`config.mk`:
```
export PLATFORM = sky130hd
export DESIGN_NAME = indexed_min_heap_queue
export DESIGN_NICKNAME = d
export VERILOG_FILES = /design/src/rtl/imhq_pkg.sv /design/src/rtl/imhq_ram.sv /design/src/rtl/indexed_min_heap_queue.sv
export SDC_FILE = /design/constraint.sdc
export NUM_CORES = 2
export LEC_CHECK = 0
export BUFFER_PORTS_ARGS = -buffer_cell sky130_fd_sc_hd__buf_2
export CORE_MARGIN = 2
export CORE_UTILIZATION = 65
export CTS_BUF_LIST = sky130_fd_sc_hd__clkbuf_8
export CTS_CLUSTER_SIZE = 28
export DETAILED_ROUTE_END_ITERATION = 10
export PLACE_DENSITY = 0.8
export SLEW_MARGIN = 20
export SYNTH_ARGS = -nofsm -noshare
export SYNTH_HDL_FRONTEND = slang
export SYNTH_SLANG_ARGS = --single-unit
export TNS_END_PERCENT = 5
```
`constraint.sdc`:
```
create_clock -name clk -period 5.89 [get_ports clk]
set_clock_uncertainty 0.15 [all_clocks]
set_input_delay 0.589 -clock clk [delete_from_list [all_inputs] [get_ports clk]]
set_output_delay 0.589 -clock clk [all_outputs]
set_load 0.02 [all_outputs]
```
`src/rtl/imhq_pkg.sv`:
```
// shared constants, codes and types of the indexed min-heap queue
package imhq_pkg;

	localparam int CAPACITY     = 64;
	localparam int HANDLE_COUNT = 64;
	localparam int KEY_W        = 32;
	localparam int SLOT_W       = $clog2(CAPACITY);
	localparam int HANDLE_W     = $clog2(HANDLE_COUNT);
	localparam int CNT_W        = $clog2(CAPACITY + 1);

	typedef enum logic [1:0] {
		OP_PUSH   = 2'd0,
		OP_POP    = 2'd1,
		OP_REMOVE = 2'd2,
		OP_NONE   = 2'd3
	} op_t;

	typedef enum logic [2:0] {
		ST_OK    = 3'd0,
		ST_EMPTY = 3'd1,
		ST_NOTQ  = 3'd2,
		ST_FULL  = 3'd3,
		ST_DUP   = 3'd4
	} status_t;

	typedef enum logic [11:0] {
		S_IDLE     = 12'b0000_0000_0001,
		S_POP_ROOT = 12'b0000_0000_0010,
		S_POP_LAST = 12'b0000_0000_0100,
		S_RM_POS   = 12'b0000_0000_1000,
		S_RM_LAST  = 12'b0000_0001_0000,
		S_UP_RD    = 12'b0000_0010_0000,
		S_UP_CMP   = 12'b0000_0100_0000,
		S_DN_CHK   = 12'b0000_1000_0000,
		S_DN_L     = 12'b0001_0000_0000,
		S_DN_R     = 12'b0010_0000_0000,
		S_DN_CMP   = 12'b0100_0000_0000,
		S_FIN      = 12'b1000_0000_0000
	} state_t;

	typedef struct packed {
		logic [KEY_W-1:0]    key;
		logic [HANDLE_W-1:0] hdl;
	} entry_t;

endpackage

```
`src/rtl/imhq_ram.sv`:
```
// simple dual-port ram, one write and one registered read per cycle
module imhq_ram #(
	parameter int WIDTH = 8,
	parameter int DEPTH = 64
) (
	input  logic                     clk,
	input  logic                     we,
	input  logic [$clog2(DEPTH)-1:0] waddr,
	input  logic [WIDTH-1:0]         wdata,
	input  logic [$clog2(DEPTH)-1:0] raddr,
	output logic [WIDTH-1:0]         rdata
);

	logic [WIDTH-1:0] mem [DEPTH];

	always_ff @(posedge clk) begin
		if (we) begin
			mem[waddr] <= wdata;
		end
		rdata <= mem[raddr];
	end

endmodule

```
`src/rtl/indexed_min_heap_queue.sv`:
```
// indexed min-heap priority queue top level with its sift sequencer
//
// input channel: in_valid / in_stall carries one word of operation, new_key and
// handle. push inserts a key under a handle, pop returns the smallest key and
// its handle, remove deletes the entry held by a handle.
// output channel: out_valid / out_stall carries one word per input word:
// status, out_key, out_handle and count (entries after the operation).
// a word is taken at a rising edge with valid high and stall low.
// one operation at a time: in_stall is high from acceptance until the result
// word is registered, and also while a result word waits under out_stall.
// rejected or trivial operations answer from idle, without a sift. push reads
// the parent and compares for each level climbed; pop and remove read the left
// and right child and compare for each level sunk (a remove may climb instead),
// the worst case being a refill that sinks from the root of a full queue; the
// heap ram gives one registered read per cycle, which paces the sift. the next
// word can be taken at the edge where the result word leaves.
// reset empties the queue at once: a valid bit per handle marks it queued,
// so no clearing pass is needed and the first word is taken right after.
// a stalled result word holds steady until taken.
module indexed_min_heap_queue (
	input  logic                              clk,
	input  logic                              arst_n,
	input  logic                              in_valid,
	output logic                              in_stall,
	input  logic [1:0]                        operation,
	input  logic signed [imhq_pkg::KEY_W-1:0] new_key,
	input  logic [imhq_pkg::HANDLE_W-1:0]     handle,
	output logic                              out_valid,
	input  logic                              out_stall,
	output logic [2:0]                        status,
	output logic signed [imhq_pkg::KEY_W-1:0] out_key,
	output logic [imhq_pkg::HANDLE_W-1:0]     out_handle,
	output logic [imhq_pkg::CNT_W-1:0]        count
);

	localparam int SW = imhq_pkg::SLOT_W;
	localparam int HW = imhq_pkg::HANDLE_W;
	localparam int CW = imhq_pkg::CNT_W;
	localparam int KW = imhq_pkg::KEY_W;

	// control state
	imhq_pkg::state_t state_q, state_d;
	logic [CW-1:0]                    count_q, count_d;
	logic [imhq_pkg::HANDLE_COUNT-1:0] vld_q, vld_d;   // handle is queued
	logic                             ov_q, ov_d;

	// working registers of the sift: moving entry, hole slot, best child
	logic [SW-1:0]        slot_q, slot_d;
	logic signed [KW-1:0] mk_q, mk_d;
	logic [HW-1:0]        mh_q, mh_d;
	logic signed [KW-1:0] ck_q, ck_d;
	logic [HW-1:0]        ch_q, ch_d;
	logic [SW-1:0]        cidx_q, cidx_d;
	logic                 first_q, first_d;   // first compare of a remove

	// result word
	imhq_pkg::status_t    st_q, st_d;
	logic signed [KW-1:0] ok_q, ok_d;
	logic [HW-1:0]        oh_q, oh_d;

	// memory ports
	logic               hwe, pwe;
	logic [SW-1:0]      hwa, hra;
	imhq_pkg::entry_t   hwd, hrd;
	logic [HW-1:0]      pwa;
	logic [SW-1:0]      pwd, prd;

	logic          accept, take;
	logic [CW-1:0] cnt_m1;
	logic [SW-1:0] par;
	logic [CW-1:0] left, right;

	assign in_stall = (state_q != imhq_pkg::S_IDLE) || (ov_q && out_stall);
	assign accept   = in_valid && !in_stall;
	assign take     = ov_q && !out_stall;

	assign cnt_m1 = count_q - CW'(1);
	assign par    = (slot_q - SW'(1)) >> 1;
	assign left   = {slot_q, 1'b1};
	assign right  = left + CW'(1);

	// heap store: key and handle per slot
	imhq_ram #(
		.WIDTH($bits(imhq_pkg::entry_t)),
		.DEPTH(imhq_pkg::CAPACITY)
	) u_heap (
		.clk  (clk),
		.we   (hwe),
		.waddr(hwa),
		.wdata(hwd),
		.raddr(hra),
		.rdata(hrd)
	);

	// slot of each handle, read at the handle given with the word
	imhq_ram #(
		.WIDTH(SW),
		.DEPTH(imhq_pkg::HANDLE_COUNT)
	) u_pos (
		.clk  (clk),
		.we   (pwe),
		.waddr(pwa),
		.wdata(pwd),
		.raddr(handle),
		.rdata(prd)
	);

	always_comb begin
		state_d = state_q;
		count_d = count_q;
		vld_d   = vld_q;
		ov_d    = ov_q;
		slot_d  = slot_q;
		mk_d    = mk_q;
		mh_d    = mh_q;
		ck_d    = ck_q;
		ch_d    = ch_q;
		cidx_d  = cidx_q;
		first_d = first_q;
		st_d    = st_q;
		ok_d    = ok_q;
		oh_d    = oh_q;
		hwe     = 1'b0;
		hwa     = slot_q;
		hwd     = {mk_q, mh_q};
		pwe     = 1'b0;
		pwa     = mh_q;
		pwd     = slot_q;
		hra     = '0;

		if (take) begin
			ov_d = 1'b0;
		end

		case (state_q)
			imhq_pkg::S_IDLE: begin
				// root read is issued here for a pop
				if (accept) begin
					ok_d    = '0;
					oh_d    = '0;
					st_d    = imhq_pkg::ST_OK;
					mh_d    = handle;
					mk_d    = new_key;
					first_d = 1'b0;
					case (operation)
						imhq_pkg::OP_PUSH: begin
							if (vld_q[handle]) begin
								st_d = imhq_pkg::ST_DUP;
								ov_d = 1'b1;
							end else if (count_q == CW'(imhq_pkg::CAPACITY)) begin
								st_d = imhq_pkg::ST_FULL;
								ov_d = 1'b1;
							end else begin
								slot_d  = count_q[SW-1:0];
								count_d = count_q + CW'(1);
								state_d = (count_q == '0) ? imhq_pkg::S_FIN
								                          : imhq_pkg::S_UP_RD;
							end
						end
						imhq_pkg::OP_POP: begin
							if (count_q == '0) begin
								st_d = imhq_pkg::ST_EMPTY;
								ov_d = 1'b1;
							end else begin
								state_d = imhq_pkg::S_POP_ROOT;
							end
						end
						imhq_pkg::OP_REMOVE: begin
							if (!vld_q[handle]) begin
								st_d = imhq_pkg::ST_NOTQ;
								ov_d = 1'b1;
							end else begin
								state_d = imhq_pkg::S_RM_POS;
							end
						end
						default: begin
							ov_d = 1'b1;
						end
					endcase
				end
			end
			imhq_pkg::S_POP_ROOT: begin
				// root word is the answer; fetch the last entry
				ok_d             = hrd.key;
				oh_d             = hrd.hdl;
				vld_d[hrd.hdl]   = 1'b0;
				count_d          = cnt_m1;
				hra              = cnt_m1[SW-1:0];
				if (cnt_m1 == '0) begin
					ov_d    = 1'b1;
					state_d = imhq_pkg::S_IDLE;
				end else begin
					state_d = imhq_pkg::S_POP_LAST;
				end
			end
			imhq_pkg::S_POP_LAST: begin
				mk_d    = hrd.key;
				mh_d    = hrd.hdl;
				slot_d  = '0;
				state_d = imhq_pkg::S_DN_CHK;
			end
			imhq_pkg::S_RM_POS: begin
				// hole at the handle's slot; last entry refills it
				slot_d      = prd;
				vld_d[mh_q] = 1'b0;
				count_d     = cnt_m1;
				hra         = cnt_m1[SW-1:0];
				if ({1'b0, prd} == cnt_m1) begin
					ov_d    = 1'b1;
					state_d = imhq_pkg::S_IDLE;
				end else begin
					state_d = imhq_pkg::S_RM_LAST;
				end
			end
			imhq_pkg::S_RM_LAST: begin
				mk_d = hrd.key;
				mh_d = hrd.hdl;
				hra  = par;
				if (slot_q == '0) begin
					state_d = imhq_pkg::S_DN_CHK;
				end else begin
					first_d = 1'b1;
					state_d = imhq_pkg::S_UP_CMP;
				end
			end
			imhq_pkg::S_UP_RD: begin
				hra     = par;
				state_d = imhq_pkg::S_UP_CMP;
			end
			imhq_pkg::S_UP_CMP: begin
				first_d = 1'b0;
				if ($signed(mk_q) < $signed(hrd.key)) begin
					// parent moves down into the hole
					hwe     = 1'b1;
					hwd     = hrd;
					pwe     = 1'b1;
					pwa     = hrd.hdl;
					slot_d  = par;
					state_d = (par == '0) ? imhq_pkg::S_FIN : imhq_pkg::S_UP_RD;
				end else begin
					state_d = first_q ? imhq_pkg::S_DN_CHK : imhq_pkg::S_FIN;
				end
			end
			imhq_pkg::S_DN_CHK: begin
				hra = left[SW-1:0];
				if ({1'b0, slot_q} < (count_q >> 1)) begin
					state_d = imhq_pkg::S_DN_L;
				end else begin
					state_d = imhq_pkg::S_FIN;
				end
			end
			imhq_pkg::S_DN_L: begin
				ck_d   = hrd.key;
				ch_d   = hrd.hdl;
				cidx_d = left[SW-1:0];
				hra    = right[SW-1:0];
				if (right < count_q) begin
					state_d = imhq_pkg::S_DN_R;
				end else begin
					state_d = imhq_pkg::S_DN_CMP;
				end
			end
			imhq_pkg::S_DN_R: begin
				// right child wins only when strictly smaller
				if ($signed(hrd.key) < $signed(ck_q)) begin
					ck_d   = hrd.key;
					ch_d   = hrd.hdl;
					cidx_d = right[SW-1:0];
				end
				state_d = imhq_pkg::S_DN_CMP;
			end
			imhq_pkg::S_DN_CMP: begin
				if ($signed(ck_q) < $signed(mk_q)) begin
					hwe     = 1'b1;
					hwd     = {ck_q, ch_q};
					pwe     = 1'b1;
					pwa     = ch_q;
					slot_d  = cidx_q;
					state_d = imhq_pkg::S_DN_CHK;
				end else begin
					state_d = imhq_pkg::S_FIN;
				end
			end
			imhq_pkg::S_FIN: begin
				// moving entry lands in the hole
				hwe         = 1'b1;
				pwe         = 1'b1;
				vld_d[mh_q] = 1'b1;
				ov_d        = 1'b1;
				state_d     = imhq_pkg::S_IDLE;
			end
			default: begin
				state_d = imhq_pkg::S_IDLE;
			end
		endcase
	end

	always_ff @(posedge clk or negedge arst_n) begin
		if (!arst_n) begin
			state_q <= imhq_pkg::S_IDLE;
			count_q <= '0;
			vld_q   <= '0;
			ov_q    <= 1'b0;
		end else begin
			state_q <= state_d;
			count_q <= count_d;
			vld_q   <= vld_d;
			ov_q    <= ov_d;
		end
	end

	always_ff @(posedge clk) begin
		slot_q  <= slot_d;
		mk_q    <= mk_d;
		mh_q    <= mh_d;
		ck_q    <= ck_d;
		ch_q    <= ch_d;
		cidx_q  <= cidx_d;
		first_q <= first_d;
		st_q    <= st_d;
		ok_q    <= ok_d;
		oh_q    <= oh_d;
	end

	assign out_valid  = ov_q;
	assign status     = st_q;
	assign out_key    = ok_q;
	assign out_handle = oh_q;
	assign count      = count_q;

endmodule

```
Word-level counts from Yosys, hierarchy flattened:

Memories as Yosys holds them, arrays and structs flattened. A register that Yosys moved wholly into a read port is not among the register bits.
Cells that the tools add are included.

* flip-flop bits (word level): 214
* input bits: 44
* latch bits: 0
* ROM bits: 0
* memory bits (writable): 2816
* memories kept: 2

* multiplexer cells: 80
* reduce and logical (&&, ||, !) cells: 31
* $add $sub $neg: 4
* bitwise operators: 5
* div/mod/pow operators: 0
* multipliers: 0
* order comparisons: 10
* shifts and indexed selects: 0
* eq/ne operators: 30

Memories
* u_heap.mem: words 64, bits a word 38, rd ports 1, clocked after memory_dff 1, wr ports 1, RTL line imhq_ram.sv:14 `logic [WIDTH-1:0] mem [DEPTH];`
* u_pos.mem: words 64, bits a word 6, rd ports 1, clocked after memory_dff 1, wr ports 1, RTL line imhq_ram.sv:14

Operators with widths (number)
* $pmux W32 S2: 3
* $pmux W64 S3: 1
* $mux W12: 11
* $pmux W12 S11: 1
* $and A64 B64 Y64: 2
* $not A64 Y64: 2
* $lt A32 B32 Y1: 3
* $mux W32: 3
* $mux W38: 2
* $pmux W38 S2: 1
* $mux W6: 12
* $or A64 B64 Y64: 1
* $pmux W6 S2: 5
* $pmux W12 S3: 1
* $pmux W6 S5: 1
* $mux W7: 4
* $pmux W6 S4: 1
* $lt A6 B7 Y1 const B: 3
* $mux W1: 18
* $add A7 B1 Y7 const B: 2
* $logic_not A7 Y1: 2
* $ne A2 B2 Y1 const B: 7
* $pmux W7 S2: 1
* $demux W1 S6: 2
* other kinds (48): 71

Logic depth before layout (Yosys ltp):

* depth after elaboration: 8
* gate-level depth with buffers: 18

Modules after synthesis:

From an unflattened synthesis, not the netlist that was laid out.

* cells, all modules: 6054
* area total of the unflattened synthesis: 121800.6 um2

Modules (own cells, without submodules)
* imhq_ram (u_heap): cells an instance 3989, instances 1, area each 92939.1 um2
* imhq_ram (u_pos): cells an instance 720, instances 1, area each 15225.9 um2
* indexed_min_heap_queue: cells an instance 1345, instances 1, area each 13635.6 um2

Worst setup path before layout:

OpenSTA, ideal clock, no wires.

* path kind: flip-flop to flip-flop
* from: reg mk_q[11]
* to: mem u_heap.mem[46][0] (netlist name), enable pin
* cell stages (with the launch flop): 11
* data arrival time: 4.633 ns
* period minus slack after synthesis: 5.216 ns
* setup slack: 0.674 ns
* data required time: 5.307 ns
* cells stage by stage: edfxtp_1 > ha_1 > a21oi_1 > a31oi_1 > a2111oi_0 > a21bo_2 > a211oi_2 > o221ai_1 > a21oi_1 > nand3_1 > nor2_1

* word-level cells in the longest chain between the ends: 5

RTL lines
* start, declared: RTL line indexed_min_heap_queue.sv:49 `logic signed [KW-1:0] mk_q, mk_d;`
* start signal, assigned: RTL line indexed_min_heap_queue.sv:314 `mk_q <= mk_d;`
* $lt A32 B32 Y1 (on tied branches): RTL line indexed_min_heap_queue.sv:273, indexed_min_heap_queue.sv:232
* $mux W1 (on tied branches): RTL line indexed_min_heap_queue.sv:273, indexed_min_heap_queue.sv:232
* $pmux W1 S3 *: RTL line indexed_min_heap_queue.sv:135 `case (state_q)`
* $mux W1 *: RTL line imhq_ram.sv:17 `if (we) begin`
* $mux W1 (not written as such) *: RTL line imhq_ram.sv:18 `mem[waddr] <= wdata;`
* end, declared: RTL line imhq_ram.sv:14

Every way passes the cells marked *; elsewhere a longest branch is shown, timed or not.

Final worst setup path:

* from: reg state_q[9]
* to: reg u_heap.rdata[23] (read register of u_heap.mem)

* word-level cells in the longest chain between the ends: 3

RTL lines
* start, declared: RTL line indexed_min_heap_queue.sv:42 `imhq_pkg::state_t state_q, state_d;`
* start signal, assigned: RTL line indexed_min_heap_queue.sv:300 `state_q <= imhq_pkg::S_IDLE;`
* start signal, assigned: RTL line indexed_min_heap_queue.sv:305 `state_q <= state_d;`
* $eq A12 B5 Y1 (tied with other cells): RTL line indexed_min_heap_queue.sv:135
* $reduce_or A2 Y1 (no line)
* $pmux W6 S4 *: RTL line indexed_min_heap_queue.sv:135
* end, declared: RTL line imhq_ram.sv:11 `output logic [WIDTH-1:0] rdata`

Marked as above.
A chain may end at the register's enable or synchronous reset.

==> run metrics <==
global router's overall resource usage=35.96%; # setup viols final=0; peak supply drop=332.2 uV; time the final worst path needs with I/O delays and setup=5.588 ns; post-route insts no fill=12580; Clock Root Buffer=clkbuf_8; post-DP HPWL=213000 um; register-to-register setup slack=0.30 ns; flip-flop cell with the highest count after synthesis=edfxtp_1; wire per inst=28.49 um; required time reported for the critical path endpoint=6.75 ns; CP startpoint kind=register; Max Cap Viol=0; Final #Nets=9834; Avg Synthesized Cell Area=13.57 um^2; Cell Rows=161; final number of max-transition violations=0; worst slew slack as a fraction of its limit=11.34%; count of routing violations after the opening detailed-route iteration=15110; largest fanout of any net on the critical path=67; critical path class=reg2reg; final-layout setup total negative slack=0 ns; initial antenna violation count=26; share of the cycle needed by the critical path after routing=94.88%; total via count in the routed design=84640; number of design rule violations left after detail routing=0; static leakage=49.75 nW; number of enable flip-flop cells after synthesis=2946; via/cell ratio=6.729; failing checks=hold timing; fraction of registers with async set or reset after synthesis=2.733%; routability congestion estimate=0.9521; number of buffers inserted during clock tree synthesis=470; via count of the first global-routing pass=81390; critical path endpoint=u_heap.rdata[23]; H-tree depth=5; width of the chip=443.6 um; die height=443.6 um; Crit path arrival time=6.45 ns; Remaining Overflow, GRT=0; Post-Synthesis Net Count=9418; number of sinks on the clock net=3074; clock latency on the worst-skew pair=1.17 ns; drt total wl=358400 um; cell area reported after detailed placement=131100 um^2; class of the tightest hold or removal check=in2async; I/O pin cnt=94; power per unit of standard cell area=383.2 nW/um^2; startpoint of the worst-slack reg-to-reg timing path=state_q[9]; Placeable Area=192400 um^2; initial standard-cell utilization of the core=65.30%; number of cells traversed by the worst register-to-register path=13; Die ar.=196800 um^2; buffers added on ports=93; Post-Synthesis Cell Area=125600 um^2; share of synthesized area occupied by flip-flops and latches=72.80%; final hold violation count=38; clock-pin slew of the registers on the worst-case setup and hold paths=0.06 ns; unrepaired setup endpoints after global routing=false; Max clock buf depth=4; worst slack on hold paths=-0.04070 ns; DRT Pass-1 Iters=10; flops & latches, synth=3074; fraction of final layout cells sized beyond drive strength 1=13.91%; first-pass GRT wire length=521700 um; pin count of the biggest net entering global routing=108; outcome=finished with violations; cell count after synthesis=9259; area taken by multi-input logic gates=31820 um^2; instance count after placement with tap cells included=11690; maximum clock frequency=0.1789 GHz; Filler cells=11250; final instance area=140400 um^2; endpoint of the most critical register-to-register path=u_heap.rdata[23]; layout overhead on the synthesized area=11.79%; register area=91450 um^2; post-synthesis cell type count=81; pin slew with the least headroom to its limit=1.325 ns; crit path from=state_q[9]; CTS tree=yes; warnings from Yosys=0; DRT antenna net count=0; kind of capture point of the worst setup path=register
==> cell usage after synthesis (28+ instances only) <==
| cell | count | share of area (%) |
|---|---|---|
| a311oi_1 | 77 | 0.54 |
| o21ai_0 | 114 | 0.45 |
| a21oi_1 | 324 | 1.3 |
| or3_1 | 32 | 0.16 |
| inv_1 | 118 | 0.35 |
| nand3_1 | 890 | 3.5 |
| clkbuf_1 | 253 | 0.76 |
| mux2i_1 | 194 | 1.5 |
| a31oi_1 | 162 | 0.81 |
| buf_6 | 28 | 0.25 |
| mux4_2 | 155 | 2.8 |
| a22oi_1 | 49 | 0.29 |
| buf_1 | 72 | 0.22 |
| and3_1 | 174 | 0.87 |
| buf_4 | 34 | 0.20 |
| nor4_1 | 64 | 0.32 |
| nor2_1 | 248 | 0.74 |
| dfrtp_1 | 83 | 1.7 |
| or4_1 | 31 | 0.19 |
| buf_2 | 187 | 0.75 |
| o211ai_1 | 49 | 0.29 |
| ha_1 | 115 | 1.1 |
| nand2_1 | 2386 | 7.1 |
| dfxtp_1 | 44 | 0.70 |
| nor3_1 | 38 | 0.15 |
| o22ai_1 | 72 | 0.36 |
| nand4_1 | 32 | 0.16 |
| edfxtp_1 | 2946 | 70 |
==> logic make-up (layout without fill, tap and decap cells) <==
group,Yosys count,after routing,synth area share [%]
AO/OA/AOI/OAI,987,987,4.994
XOR/XNOR,32,32,0.2231
adder cells (fa/ha/maj),115,115,1.145
buffers and inverters,693,1483,2.527
flip-flops,3074,3074,72.80
multiplexers,362,362,4.441
other,0,2,0
AND/OR/NAND/NOR,3996,3996,13.87
==> power breakdown <==
part	total (mW)	leakage [nW]	internal, mW	switching [mW]
registers	26.7	28.0	26.1	0.660
logic	10.3	16.6	2.70	7.65
clock network	16.7	5.10	8.61	8.12
==> worst max-delay path, cell delays in order, from the launching register on <==
cell and delay (ns):
dfrtp_1 0.46, or4_1 0.67, or4_4 0.65, o221ai_4 0.89, buf_12 0.23, buf_12 0.32
buf_12 0.27, nand2_1 0.07, and3_1 0.17, a311oi_1 0.24, a31oi_1 0.17, o22ai_1 0.63
buf_4 0.21, or4_1 0.24
==> metrics by stage <==
| stage | power [mW] | worst slack [ns] | utilization [%] |
|---|---|---|---|
| finish | 53.80 | 0.3015 | 72.99 |
| CTS | 53.36 | 0.3958 | 72.96 |
| detailed placement | 36.96 | 0.4371 | 68.16 |
| floorplan | 32.61 | 0.6739 | - |
| global placement | 36.63 | 0.3280 | 68.14 |
| global route | 55.26 | 0.09088 | 72.99 |
==> per-layer routing <==
metal	vias up	GRT usage [%]	wire, um
li1	35330	-	-
met1	40730	48.83	122300
met2	7391	54.23	161800
met3	1165	11.47	57850
met4	24	15.28	16320
met5	-	0	146
==> sequential cells by signal (all words and copies together) (netlist names) <==
register and cells:
u_heap.mem 2432, u_pos.mem 384, vld_q 64, u_heap.rdata 38
ck_q 32, mk_q 32, out_key 32, state_q 12
count 7, ch_q 6, cidx_q 6, hwa 6
mh_q 6, out_handle 6, u_pos.rdata 6, status 3
first_q 1, out_valid 1
==> timing repair <==
| action | CTS | global route |
|---|---|---|
| hold endpoints to repair | 135 | 0 |
| gates resized for setup | 0 | 0 |
| setup buffers | 0 | 0 |
| endpoints found under the setup margin | 0 | 0 |
| hold buffers | 43 | 0 |
==> how the worst min path moves through the flow <==
stage / start / slack [ns] / depth (start not counted) / to
2_1_floorplan: arst_n / 0.14 / 0 / count[0]
3_5_place_dp: vld_q[49] / 0.32 / 2 / vld_q[49]
5_1_grt: arst_n / 0.003 / 2 / vld_q[44]
3_3_place_gp: vld_q[49] / 0.31 / 2 / vld_q[49]
6_report: arst_n / -0.04 / 2 / vld_q[45]
4_1_cts: arst_n / 0.04 / 2 / count[4]
==> layout make-up <==
type,count,area share [%]
timing repair buffer,519,3.373
inverter,118,0.3154
multi-input combinational,5492,22.66
clock inverter,338,1.295
sequential,3074,65.12
tap,2526,2.251
antenna,2,0.003564
clock buffer,508,4.979
==> layout by cell type, fill, tap and decap left out, types with 16 or more instances in the layout <==
cell	synthesis	routed
buf_12	0	76
or4_1	31	31
nand3_1	890	890
o211ai_1	49	49
clkinv_1	0	96
buf_4	34	308
nor2_4	0	64
a311oi_1	77	77
a21oi_1	324	323
ha_1	115	115
xnor2_1	21	21
dlygate4sd3_1	0	43
o22ai_1	72	72
nor4_1	64	54
mux4_2	155	155
clkinv_2	0	66
clkbuf_8	0	508
or3_1	32	32
nor2_1	248	184
nor3_1	38	37
buf_2	187	90
edfxtp_1	2946	2946
o21ai_0	114	114
bufinv_16	0	16
and3_1	174	174
dfxtp_1	44	44
dfrtp_1	83	83
a22oi_1	49	49
mux2i_1	194	194
a21o_1	22	21
a211oi_1	18	17
inv_1	118	264
nor2b_1	19	19
nand2_1	2386	2350
a31oi_1	162	158
nand2_2	0	33
nand4_1	32	32
Note: power is estimated with default switching activity, not from simulation.
